[src/hw/rtl/cpc_pkg.sv]
package cpc_pkg;

  // result kinds
  typedef enum logic [1:0] {
    KIND_PAIR  = 2'd0,
    KIND_CODED = 2'd1,
    KIND_LANG  = 2'd2
  } kind_t;

  // coded write sets
  typedef enum logic [3:0] {
    SET_TOGGLE    = 4'd0,
    SET_SPECIAL   = 4'd1,
    SET_EXT_SP    = 4'd2,
    SET_EXT_PT    = 4'd3,
    SET_UNDERLINE = 4'd13,
    SET_ITALIC    = 4'd14,
    SET_CONTROL   = 4'd15
  } code_set_t;

  // input opcodes
  localparam logic OP_DECODE = 1'b0;
  localparam logic OP_CLEAR  = 1'b1;

  // control command values
  localparam logic [6:0] CTRL_BKSP   = 7'd0;
  localparam logic [6:0] CTRL_ERASE  = 7'd1;
  localparam logic [6:0] CTRL_RESUME = 7'd2;
  localparam logic [6:0] CTRL_START  = 7'd3;
  localparam logic [6:0] CTRL_END    = 7'd4;

  // high byte codes, channel bit masked off
  localparam logic [6:0] HI_MIDROW = 7'h11;
  localparam logic [6:0] HI_EXT_SP = 7'h12;
  localparam logic [6:0] HI_EXT_PT = 7'h13;
  localparam logic [6:0] HI_MISC_A = 7'h14;
  localparam logic [6:0] HI_MISC_B = 7'h15;
  localparam logic [6:0] HI_TAB    = 7'h17;
  localparam logic [6:0] HI_CHAN_MASK = 7'h77;
  localparam logic [6:0] HI_CTRL_MIN  = 7'h10;
  localparam logic [6:0] HI_PRINT_MIN = 7'h20;

  // low byte misc control codes
  localparam logic [6:0] LO_RCL = 7'h20;
  localparam logic [6:0] LO_BS  = 7'h21;
  localparam logic [6:0] LO_RU2 = 7'h25;
  localparam logic [6:0] LO_RU3 = 7'h26;
  localparam logic [6:0] LO_RU4 = 7'h27;
  localparam logic [6:0] LO_RDC = 7'h29;
  localparam logic [6:0] LO_TR  = 7'h2A;
  localparam logic [6:0] LO_RTD = 7'h2B;
  localparam logic [6:0] LO_CR  = 7'h2D;
  localparam logic [6:0] LO_ENM = 7'h2E;
  localparam logic [6:0] LO_EOC = 7'h2F;
  localparam logic [6:0] LO_TAB_UL = 7'h2E;

  localparam logic [6:0] CASE_BIT  = 7'h20;
  localparam logic [6:0] LETTER_X  = 7'h78;

  typedef struct packed {
    logic       opcode;
    logic [7:0] cc_type;
    logic [7:0] cc_hi;
    logic [7:0] cc_lo;
  } item_t;

  typedef struct packed {
    kind_t     kind;
    logic      chan;
    logic      track_sel;
    code_set_t code_set;
    logic [6:0] code_value;
    logic [6:0] char_first;
    logic [6:0] char_second;
    logic      lang_none;
    logic      last;
  } res_t;

  // language store update request
  typedef struct packed {
    logic        wr;
    logic        clr;
    logic [1:0]  slot;
    logic [13:0] tag;
  } lang_upd_t;

  function automatic logic is_letter(input logic [6:0] c);
    return ((c >= 7'h41) && (c <= 7'h5A)) || ((c >= 7'h61) && (c <= 7'h7A));
  endfunction

  function automatic res_t mk_coded(input logic ch, input logic trk,
                                    input code_set_t set, input logic [6:0] val);
    res_t r;
    r = '0;
    r.kind       = KIND_CODED;
    r.chan       = ch;
    r.track_sel  = trk;
    r.code_set   = set;
    r.code_value = val;
    return r;
  endfunction

endpackage

[src/hw/rtl/cpc_lang_store.sv]
module cpc_lang_store (
  input  logic                 clk,
  input  logic                 rst,
  input  logic                 en,
  input  logic [1:0]           rd_slot,
  input  cpc_pkg::lang_upd_t   upd,
  output logic [13:0]          rd_tag
);

  logic [13:0] tag [4];

  assign rd_tag = tag[rd_slot];

  always_ff @(posedge clk) begin
    if (rst) begin
      for (int i = 0; i < 4; i++) tag[i] <= '0;
    end else if (en) begin
      if (upd.clr) begin
        for (int i = 0; i < 4; i++) tag[i] <= '0;
      end else if (upd.wr) begin
        tag[upd.slot] <= upd.tag;
      end
    end
  end

endmodule

[src/hw/rtl/cpc_classify.sv]
module cpc_classify (
  input  cpc_pkg::item_t     item,
  input  logic [13:0]        stored_tag,
  output cpc_pkg::lang_upd_t upd,
  output logic [1:0]         n_res,
  output cpc_pkg::res_t      res0,
  output cpc_pkg::res_t      res1
);

  logic [6:0] hi, lo, h, a, b;
  logic       ch, trk, italic;

  assign hi     = item.cc_hi[6:0];
  assign lo     = item.cc_lo[6:0];
  assign h      = hi & cpc_pkg::HI_CHAN_MASK;
  assign a      = hi | cpc_pkg::CASE_BIT;
  assign b      = lo | cpc_pkg::CASE_BIT;
  assign ch     = item.cc_type[0];
  assign trk    = hi[3];
  assign italic = (lo[3:1] == 3'b111);

  always_comb begin
    upd      = '0;
    upd.slot = {item.cc_hi[7], item.cc_lo[7]};
    upd.tag  = {a, b};
    n_res    = 2'd0;
    res0     = '0;
    res1     = '0;

    if (item.opcode == cpc_pkg::OP_CLEAR) begin
      upd.clr = 1'b1;
    end else if (item.cc_type == 8'd0 && cpc_pkg::is_letter(hi) &&
                 cpc_pkg::is_letter(lo)) begin
      // language tag, reported only on change
      if (stored_tag != {a, b}) begin
        upd.wr          = 1'b1;
        n_res           = 2'd1;
        res0.kind       = cpc_pkg::KIND_LANG;
        res0.chan       = upd.slot[1];
        res0.track_sel  = upd.slot[0];
        res0.char_first = a;
        res0.char_second = b;
        res0.lang_none  = (a == cpc_pkg::LETTER_X) && (b == cpc_pkg::LETTER_X);
      end
    end else if (item.cc_type[1] || hi < cpc_pkg::HI_CTRL_MIN) begin
      // field 2 types, empty pairs and xds: dropped
      n_res = 2'd0;
    end else if (hi >= cpc_pkg::HI_PRINT_MIN) begin
      n_res            = 2'd1;
      res0.kind        = cpc_pkg::KIND_PAIR;
      res0.chan        = ch;
      res0.char_first  = hi;
      res0.char_second = lo;
    end else if (lo[6]) begin
      // preamble: underline, then italic unless indent form
      n_res = 2'd1;
      res0  = cpc_pkg::mk_coded(ch, trk, cpc_pkg::SET_UNDERLINE, {6'd0, lo[0]});
      if (!lo[4]) begin
        n_res = 2'd2;
        res1  = cpc_pkg::mk_coded(ch, trk, cpc_pkg::SET_ITALIC, {6'd0, italic});
      end
    end else begin
      case (h)
        cpc_pkg::HI_MIDROW: begin
          if (lo[6:4] == 3'b011) begin
            n_res = 2'd1;
            res0  = cpc_pkg::mk_coded(ch, trk, cpc_pkg::SET_SPECIAL, {3'd0, lo[3:0]});
          end else if (lo[6:4] == 3'b010) begin
            n_res = 2'd2;
            res0  = cpc_pkg::mk_coded(ch, trk, cpc_pkg::SET_ITALIC, {6'd0, italic});
            res1  = cpc_pkg::mk_coded(ch, trk, cpc_pkg::SET_UNDERLINE, {6'd0, lo[0]});
          end
        end
        cpc_pkg::HI_EXT_SP, cpc_pkg::HI_EXT_PT: begin
          if (lo[6:5] == 2'b01) begin
            n_res = 2'd1;
            res0  = cpc_pkg::mk_coded(ch, trk,
                      h[0] ? cpc_pkg::SET_EXT_PT : cpc_pkg::SET_EXT_SP, {2'd0, lo[4:0]});
          end
        end
        cpc_pkg::HI_MISC_A, cpc_pkg::HI_MISC_B: begin
          n_res = 2'd1;
          case (lo)
            cpc_pkg::LO_RCL:
              res0 = cpc_pkg::mk_coded(ch, trk, cpc_pkg::SET_CONTROL, cpc_pkg::CTRL_START);
            cpc_pkg::LO_BS:
              res0 = cpc_pkg::mk_coded(ch, trk, cpc_pkg::SET_CONTROL, cpc_pkg::CTRL_BKSP);
            cpc_pkg::LO_RU2, cpc_pkg::LO_RU3, cpc_pkg::LO_RU4, cpc_pkg::LO_RDC,
            cpc_pkg::LO_EOC:
              res0 = cpc_pkg::mk_coded(ch, trk, cpc_pkg::SET_CONTROL, cpc_pkg::CTRL_END);
            cpc_pkg::LO_TR, cpc_pkg::LO_RTD:
              res0 = cpc_pkg::mk_coded(ch, trk, cpc_pkg::SET_CONTROL, cpc_pkg::CTRL_RESUME);
            cpc_pkg::LO_CR, cpc_pkg::LO_ENM:
              res0 = cpc_pkg::mk_coded(ch, trk, cpc_pkg::SET_CONTROL, cpc_pkg::CTRL_ERASE);
            default: n_res = 2'd0;
          endcase
        end
        cpc_pkg::HI_TAB: begin
          if ((lo & 7'h7E) == cpc_pkg::LO_TAB_UL) begin
            n_res = 2'd1;
            res0  = cpc_pkg::mk_coded(ch, trk, cpc_pkg::SET_UNDERLINE, {6'd0, lo[0]});
          end
        end
        default: n_res = 2'd0;
      endcase
      // unrecognized control pair: toggle write
      if (n_res == 2'd0) begin
        n_res = 2'd1;
        res0  = cpc_pkg::mk_coded(ch, trk, cpc_pkg::SET_TOGGLE, 7'd0);
      end
    end

    res0.last = (n_res == 2'd1);
    res1.last = 1'b1;
  end

endmodule

[src/hw/rtl/cpc_result_buf.sv]
module cpc_result_buf (
  input  logic          clk,
  input  logic          rst,
  input  logic [1:0]    n_req,
  input  logic          push,
  input  cpc_pkg::res_t res0,
  input  cpc_pkg::res_t res1,
  input  logic          pop,
  output logic          room,
  output logic          head_valid,
  output cpc_pkg::res_t head
);

  logic [1:0]    cnt, cnt_next, base;
  cpc_pkg::res_t e0, e1, e0_next, e1_next;

  assign base       = cnt - {1'b0, pop};
  assign room       = ({1'b0, base} + {1'b0, n_req}) <= 3'd2;
  assign head_valid = (cnt != 2'd0);
  assign head       = e0;

  always_comb begin
    e0_next  = e0;
    e1_next  = e1;
    cnt_next = base;
    if (pop) begin
      e0_next = e1;
    end
    if (push) begin
      cnt_next = base + n_req;
      case (base)
        2'd0: begin
          e0_next = res0;
          e1_next = res1;
        end
        2'd1: e1_next = res0;
        default: ;
      endcase
    end
  end

  always_ff @(posedge clk) begin
    if (rst) begin
      cnt <= '0;
    end else begin
      cnt <= cnt_next;
    end
    e0 <= e0_next;
    e1 <= e1_next;
  end

endmodule

[src/hw/rtl/cea608_pair_classifier.sv]
// cea608_pair_classifier: classifies caption triplets into caption requests
//
// input channel: in_valid/in_stall carry one triplet request (opcode, cc_type,
//   cc_hi, cc_lo); it is taken at a rising edge with in_valid high and
//   in_stall low
// output channel: out_valid/out_stall carry result requests; an item yields
//   zero, one or two results and the last one of an item has last set
// path: the take edge loads the input register and, once the buffer has room,
//   a later edge moves the item's results into the result buffer, whose head
//   drives the output ports
// throughput: one item per cycle while each item gives at most one result and
//   the receiver takes them; items with two results are slowed to the pace
//   of the single result port draining the two-entry result buffer
// stall: a stalled result holds on the ports; once the buffer cannot take the
//   next item's results the input register holds and in_stall rises
// reset: rst (synchronous) empties the pipeline and clears the four stored
//   language tags; a clear opcode does the same to the tags without a result
module cea608_pair_classifier (
  input  logic       clk,
  input  logic       rst,
  input  logic       in_valid,
  output logic       in_stall,
  input  logic       opcode,
  input  logic [7:0] cc_type,
  input  logic [7:0] cc_hi,
  input  logic [7:0] cc_lo,
  output logic       out_valid,
  input  logic       out_stall,
  output logic [1:0] kind,
  output logic       chan,
  output logic       track_sel,
  output logic [3:0] code_set,
  output logic [6:0] code_value,
  output logic [6:0] char_first,
  output logic [6:0] char_second,
  output logic       lang_none,
  output logic       last
);

  // input register
  logic               s1_valid;
  cpc_pkg::item_t     s1_item;

  // classifier outputs
  cpc_pkg::lang_upd_t upd;
  logic [13:0]        stored_tag;
  logic [1:0]         rd_slot;
  logic [1:0]         n_res;
  cpc_pkg::res_t      res0, res1, head;

  logic               room, move, take, pop;

  // item leaves the input register when the buffer can hold all its results
  assign move     = s1_valid && room;
  assign in_stall = s1_valid && !room;
  assign take     = in_valid && !in_stall;
  assign pop      = out_valid && !out_stall;

  // slot of the held item, straight from the parity bits
  assign rd_slot  = {s1_item.cc_hi[7], s1_item.cc_lo[7]};

  always_ff @(posedge clk) begin
    if (rst) begin
      s1_valid <= 1'b0;
    end else if (take) begin
      s1_valid <= 1'b1;
    end else if (move) begin
      s1_valid <= 1'b0;
    end
    if (take) begin
      s1_item <= '{opcode: opcode, cc_type: cc_type, cc_hi: cc_hi, cc_lo: cc_lo};
    end
  end

  // per-slot language tags, updated as the item moves on
  cpc_lang_store u_store (
    .clk     (clk),
    .rst     (rst),
    .en      (move),
    .rd_slot (rd_slot),
    .upd     (upd),
    .rd_tag  (stored_tag)
  );

  cpc_classify u_classify (
    .item       (s1_item),
    .stored_tag (stored_tag),
    .upd        (upd),
    .n_res      (n_res),
    .res0       (res0),
    .res1       (res1)
  );

  // two-entry result buffer parts the output from the input side
  cpc_result_buf u_buf (
    .clk        (clk),
    .rst        (rst),
    .n_req      (n_res),
    .push       (move),
    .res0       (res0),
    .res1       (res1),
    .pop        (pop),
    .room       (room),
    .head_valid (out_valid),
    .head       (head)
  );

  assign kind        = head.kind;
  assign chan        = head.chan;
  assign track_sel   = head.track_sel;
  assign code_set    = head.code_set;
  assign code_value  = head.code_value;
  assign char_first  = head.char_first;
  assign char_second = head.char_second;
  assign lang_none   = head.lang_none;
  assign last        = head.last;

endmodule

[config.mk]
export PLATFORM = sky130hd
export DESIGN_NAME = cea608_pair_classifier
export DESIGN_NICKNAME = d
export VERILOG_FILES = /design/src/hw/rtl/cpc_pkg.sv /design/src/hw/rtl/cpc_lang_store.sv /design/src/hw/rtl/cpc_classify.sv /design/src/hw/rtl/cpc_result_buf.sv /design/src/hw/rtl/cea608_pair_classifier.sv
export SDC_FILE = /design/constraint.sdc
export NUM_CORES = 1
export LEC_CHECK = 0
export BUFFER_PORTS_ARGS = -buffer_cell sky130_fd_sc_hd__buf_2
export CORE_MARGIN = 2
export CORE_UTILIZATION = 45
export DETAILED_ROUTE_END_ITERATION = 10
export PLACE_DENSITY = 0.74
export SYNTH_ARGS = -nofsm -noshare
export SYNTH_HDL_FRONTEND = slang
export SYNTH_SLANG_ARGS = --single-unit
export TNS_END_PERCENT = 5
[constraint.sdc]
create_clock -name clk -period 11.3 [get_ports clk]
set_input_delay 1.13 -clock clk [delete_from_list [all_inputs] [get_ports clk]]
set_output_delay 1.13 -clock clk [all_outputs]
set_load 0.02 [all_outputs]
; ---- Word level (Yosys, flattened, before mapping)
; Memories as Yosys holds them, arrays and structs flattened. A register that Yosys moved wholly into a read port is not among the register bits.
; Index checks and enable logic that the tools add are counted.
; W data, S select, Z words.
[totals]
out_inout_bits = 33
input_bits = 29
word_cells = 180
mem_bits_rw = 56
n_memories = 1
reg_bits = 90
[op_classes]
bitwise = 4
reduce_logical = 31
mux = 79
addsub = 3
order_cmp = 11
eq_ne = 27
[mem_list]
columns = memory, depth, word_bits, rd, rd_clocked_by_memory_dff, write_ports, line
row1 = u_store.tag, 4, 14, 1, 1, 4, cpc_lang_store.sv:10  ; logic [13:0] tag [4];
[op_table]
columns = op, n
row1 = $mux W31, 15
row2 = $mux W30, 5
row3 = $pmux W30 S5, 1
row4 = $pmux W31 S4, 1
row5 = $mux W14, 6
row6 = $eq A7 B6 Y1 const B, 11
row7 = $pmux W31 S2, 1
row8 = $eq A6 B4 Y1 const B, 6
row9 = $mux W2, 18
row10 = $mux W15, 2
row11 = $ge A7 B7 Y1 const B, 4
row12 = $le A7 B7 Y1 const B, 4
row13 = $mux W1, 24
row14 = $ne A14 B14 Y1, 1
row15 = $reduce_or A14 Y1, 1
row16 = $eq A6 B6 Y1 const B, 2
row17 = $mux W12, 1
row18 = $logic_and A1 B1 Y1, 11
row19 = $mux W11, 1
row20 = $reduce_or A11 Y1, 1
row21 = $logic_not A8 Y1, 1
row22 = $mux W4, 2
row23 = $pmux W2 S4, 1
row24 = $reduce_or A2 Y1, 4
row25 = other kinds (18), 31

; ---- Depth between registers and ports, before layout
[depth]
depth_word = 24
depth_mapped = 18
ltp_nobuf = 14

; ---- By module
; From an unflattened synthesis, not the netlist that was laid out.
[hier_totals]
hier_cells = 552
area_unflattened_um2 = 7563.5
[modules_own_cells]
columns = mod, seq_area_each_um2, instances, cells_each, area_each_um2
row1 = cpc_result_buf, 1591.5, 1, 187, 2985.4
row2 = cpc_lang_store, 1681.6, 1, 151, 2552.4
row3 = cpc_classify, 0.0, 1, 183, 1212.4
row4 = cea608_pair_classifier, 770.7, 1, 31, 813.3

; ---- Worst setup path before layout
; OpenSTA, ideal clock, no wires.
[synth_timing]
path_kind = input to register
from = input out_stall
to = register u_buf.e0, in the netlist u_buf.head[7]
required_time_ns = 11.224
arrival_ns = 5.614
slack_ns = 5.610
n_path_buf = 2
setup_ns = 0.076
path_stages = 13
cell_sequence = nand2b_1 > inv_1 > clkbuf_1 > buf_1 > ha_1 > xor2_1 > inv_1 > fa_1 > o211ai_1 > nor2_1 > nand2_1 > or3_1 > o22ai_1
[synth_rtl]
columns = element, line
row1 = start: declaration, cea608_pair_classifier.sv:28  ; input logic out_stall,
row2 = end signal: assignment, cpc_result_buf.sv:48  ; e0 <= e0_next;
row3 = end: declaration, cpc_result_buf.sv:15  ; cpc_pkg::res_t e0, e1, e0_next, e1_next;

==> impl_metrics.yaml <==
run_status:
  status: "completed"
sta:
  fin_crit_sh_pct: 48.2
  worst_clock_skew_ns: 0.00972
  slew_headroom_pct: 32.9
  fmax_mhz: 183
  worst_pin_slew_ns: 1.01
  timing.final.ws_setup_ns: 5.85
  fin_crit_ns: 5.45
  finalSetupViolCount: 0
  timing.hold.ws_ns: 0.450
  fin_tns_setup_ns: 0
  rsz0062_at_grt: "false"
  slew_viol_final: 0
  hold_viol: 0
synth:
  yosysSeqAreaShare_pct: 58.0
  yosys.area.top_type_share_pct: 45.9
  synth-seq-cells: 141
  yosys_warnings: 0
  syn_area_um2: 6610
  ys_types: 60
  synth_flop_cell: "edfxtp_1"
  synth_edf_count: 101
  synth_common_cells: "101 x edfxtp_1, 74 x nor2_1, 52 x nand2_1"
  postSynthNetCount: 622
  netlist_instances: 590
  synth.most_common_cell: "edfxtp_1"
  syn_area_per_cell_um2: 11.2
  async_flop_share_pct: 0
  synth_area_leaders: "edfxtp_1 46%, dfxtp_1 12%, mux2i_1 5.6%"
  synth_area_leader_cell: "edfxtp_1"
final_layout:
  seqCellArea_um2: 3830
  fin_area_um2: 7540
  n_antenna_cell: 0
  multi_input_area_um2: 2460
  fillers: 1301
  drive_gt1_share_pct: 19.0
  area_growth_pct: 14.1
  nNetsFinal: 668
placement:
  io_buffers: 61
  place_ws_ns: 5.64
  place_area_um2: 7010
  gp_congestion: 0.906
  hpwl_um: 11000
routing:
  drt-wirelength-per-cell_um: 19.1
  viasPerCell: 5.68
  wl_um: 15900
  drt_iter0_markers: 466
  drc_errors: 0
  ant_nets: 0
  via_count: 4733
  dr.pass1.iters: 5
floorplanning:
  fp-row-count: 44
  die_w_um: 125
  die_area_um2: 15700
  io_pins: 62
  die_y_um: 125
  start_util_pct: 45.8
  coreArea_um2: 14400
global_routing:
  gr-usage-all-layers_pct: 21.2
  antenna_found_initial: 0
  grt_max_degree: 42
  grt_pass1_wl_um: 25600
  gr-total-overflow: 0
  grt_pass1_vias: 4717
setup_path:
  start_kind: "register"
  cp-end-kind: "register"
  critPathKind: "register to register"
  cp_max_fo: 31
  required_ns: 11.31
  cp.arrival_ns: 5.47
clock_tree:
  cts.sinks: 141
  clock-root-buffer: "clkbuf_16"
  cts_buffers: 17
  hold_buffers: 0
  htreeDepth: 4
  path_clk_slew_ns: 0.05
  clock_tree.buffer_depth: 2
  cts_tree: "done"
  clock_latency_ns: 0.43
  post_cts_buffers: 0
  post_cts_resized: 0
power:
  power_per_cell_area_nw_per_um2: 230
  leakage_nw: 2.95
  intPower_mw: 1.15
  pwr-share-clk_pct: 29.1
  seqPwrFrac_pct: 42.4
  combinationalPowerShare_pct: 28.5
  sw_frac_of_total_pct: 33.6
  power.total_mw: 1.74
  p_sw_uw: 583
  irDropWorstVdd_v: 0.000137
flow_run:
  maxCapViolCount: 0
hold_path:
  hold_path_class: "register to register"
## stage by stage
stage | util (%) | std cells
global placement | 48.6 | 801
finish | 52.3 | 833
detailed placement | 48.6 | 801
floorplan | - | 590
CTS | 52.3 | 833
global route | 52.3 | 833
## cells in the final DEF, fill, tap and decap left out, types with 9 or more instances in the layout
master     instances
a21oi_1           18
buf_2             61
clkbuf_1           9
clkbuf_16         18
dfxtp_1           40
edfxtp_1         101
inv_1             28
mux2i_1           37
nand2_1           52
nand3_1           28
nor2_1            73
nor3_1            12
o21ai_0           16
o22ai_1           20
xnor2_1           13
## final cells by class
cell class / instances / area share [%]
flip-flops and latches: 141 / 50.8
multi-input cells: 375 / 32.6
clock buffers: 30 / 6.97
repair buffers: 69 / 4.84
well taps: 184 / 3.05
inverters: 32 / 1.59
clock inverters: 2 / 0.133
## metal layers
layer | track usage, % | routed length [µm]
met5 | 0 | 0
met4 | 8.50 | 301
met3 | 5.91 | 1060
met2 | 34.5 | 7870
met1 | 26.9 | 6710
## flip-flops by register name, summed over array words and instances, names as in the netlist, named ones only
signal,flops
s1_item,23
u_store.tag,52
u_buf.head,31
s1_valid,1
u_buf.e1,28
u_buf.cnt,2
rd_slot,2
## worst max-delay path: stages (launching register included)
cell and delay (ns):
edfxtp_1 0.81, nor3_1 0.17, a2111oi_2 0.63, o21ai_0 0.30, nor4_4 0.20, buf_4 0.37
nor2_1 0.11, ha_1 0.19, inv_1 0.08, fa_1 0.45, o211ai_1 0.64, or3b_2 0.25
inv_1 0.07, o311ai_4 0.17, nand2_1 0.57
## logic make-up after synthesis
group	count (synthesis)	synth area share [%]
AND/OR/NAND/NOR	210	14.9
flip-flops	141	58.0
AO/OA/AOI/OAI	102	11.9
buffers and inverters	74	4.92
multiplexers	44	7.48
XOR/XNOR	15	1.99
adder cells (fa/ha/maj)	4	0.833
## power groups by stage
stage	Combinational [mW]	Sequential [mW]	Clock [mW]
after floorplan	0.310	0.775	0
after global placement	0.486	0.741	0
after detailed placement	0.497	0.746	0
after CTS	0.499	0.736	0.514
after global routing	0.539	0.747	0.536
final	0.495	0.736	0.505
## path summary, 6_finish.rpt
check / start / end / slack, ns / cells after the start
setup reg to reg: s1_item[9] / u_store.tag[3][13] / 5.85 / 14
setup / recovery: s1_item[9] / u_store.tag[3][13] / 5.85 / 14
hold / removal: u_store.tag[3][5] / u_store.tag[3][5] / 0.45 / 2
hold reg to reg: u_store.tag[3][5] / u_store.tag[3][5] / 0.45 / 2
Note: power is estimated with default switching activity, not from simulation.
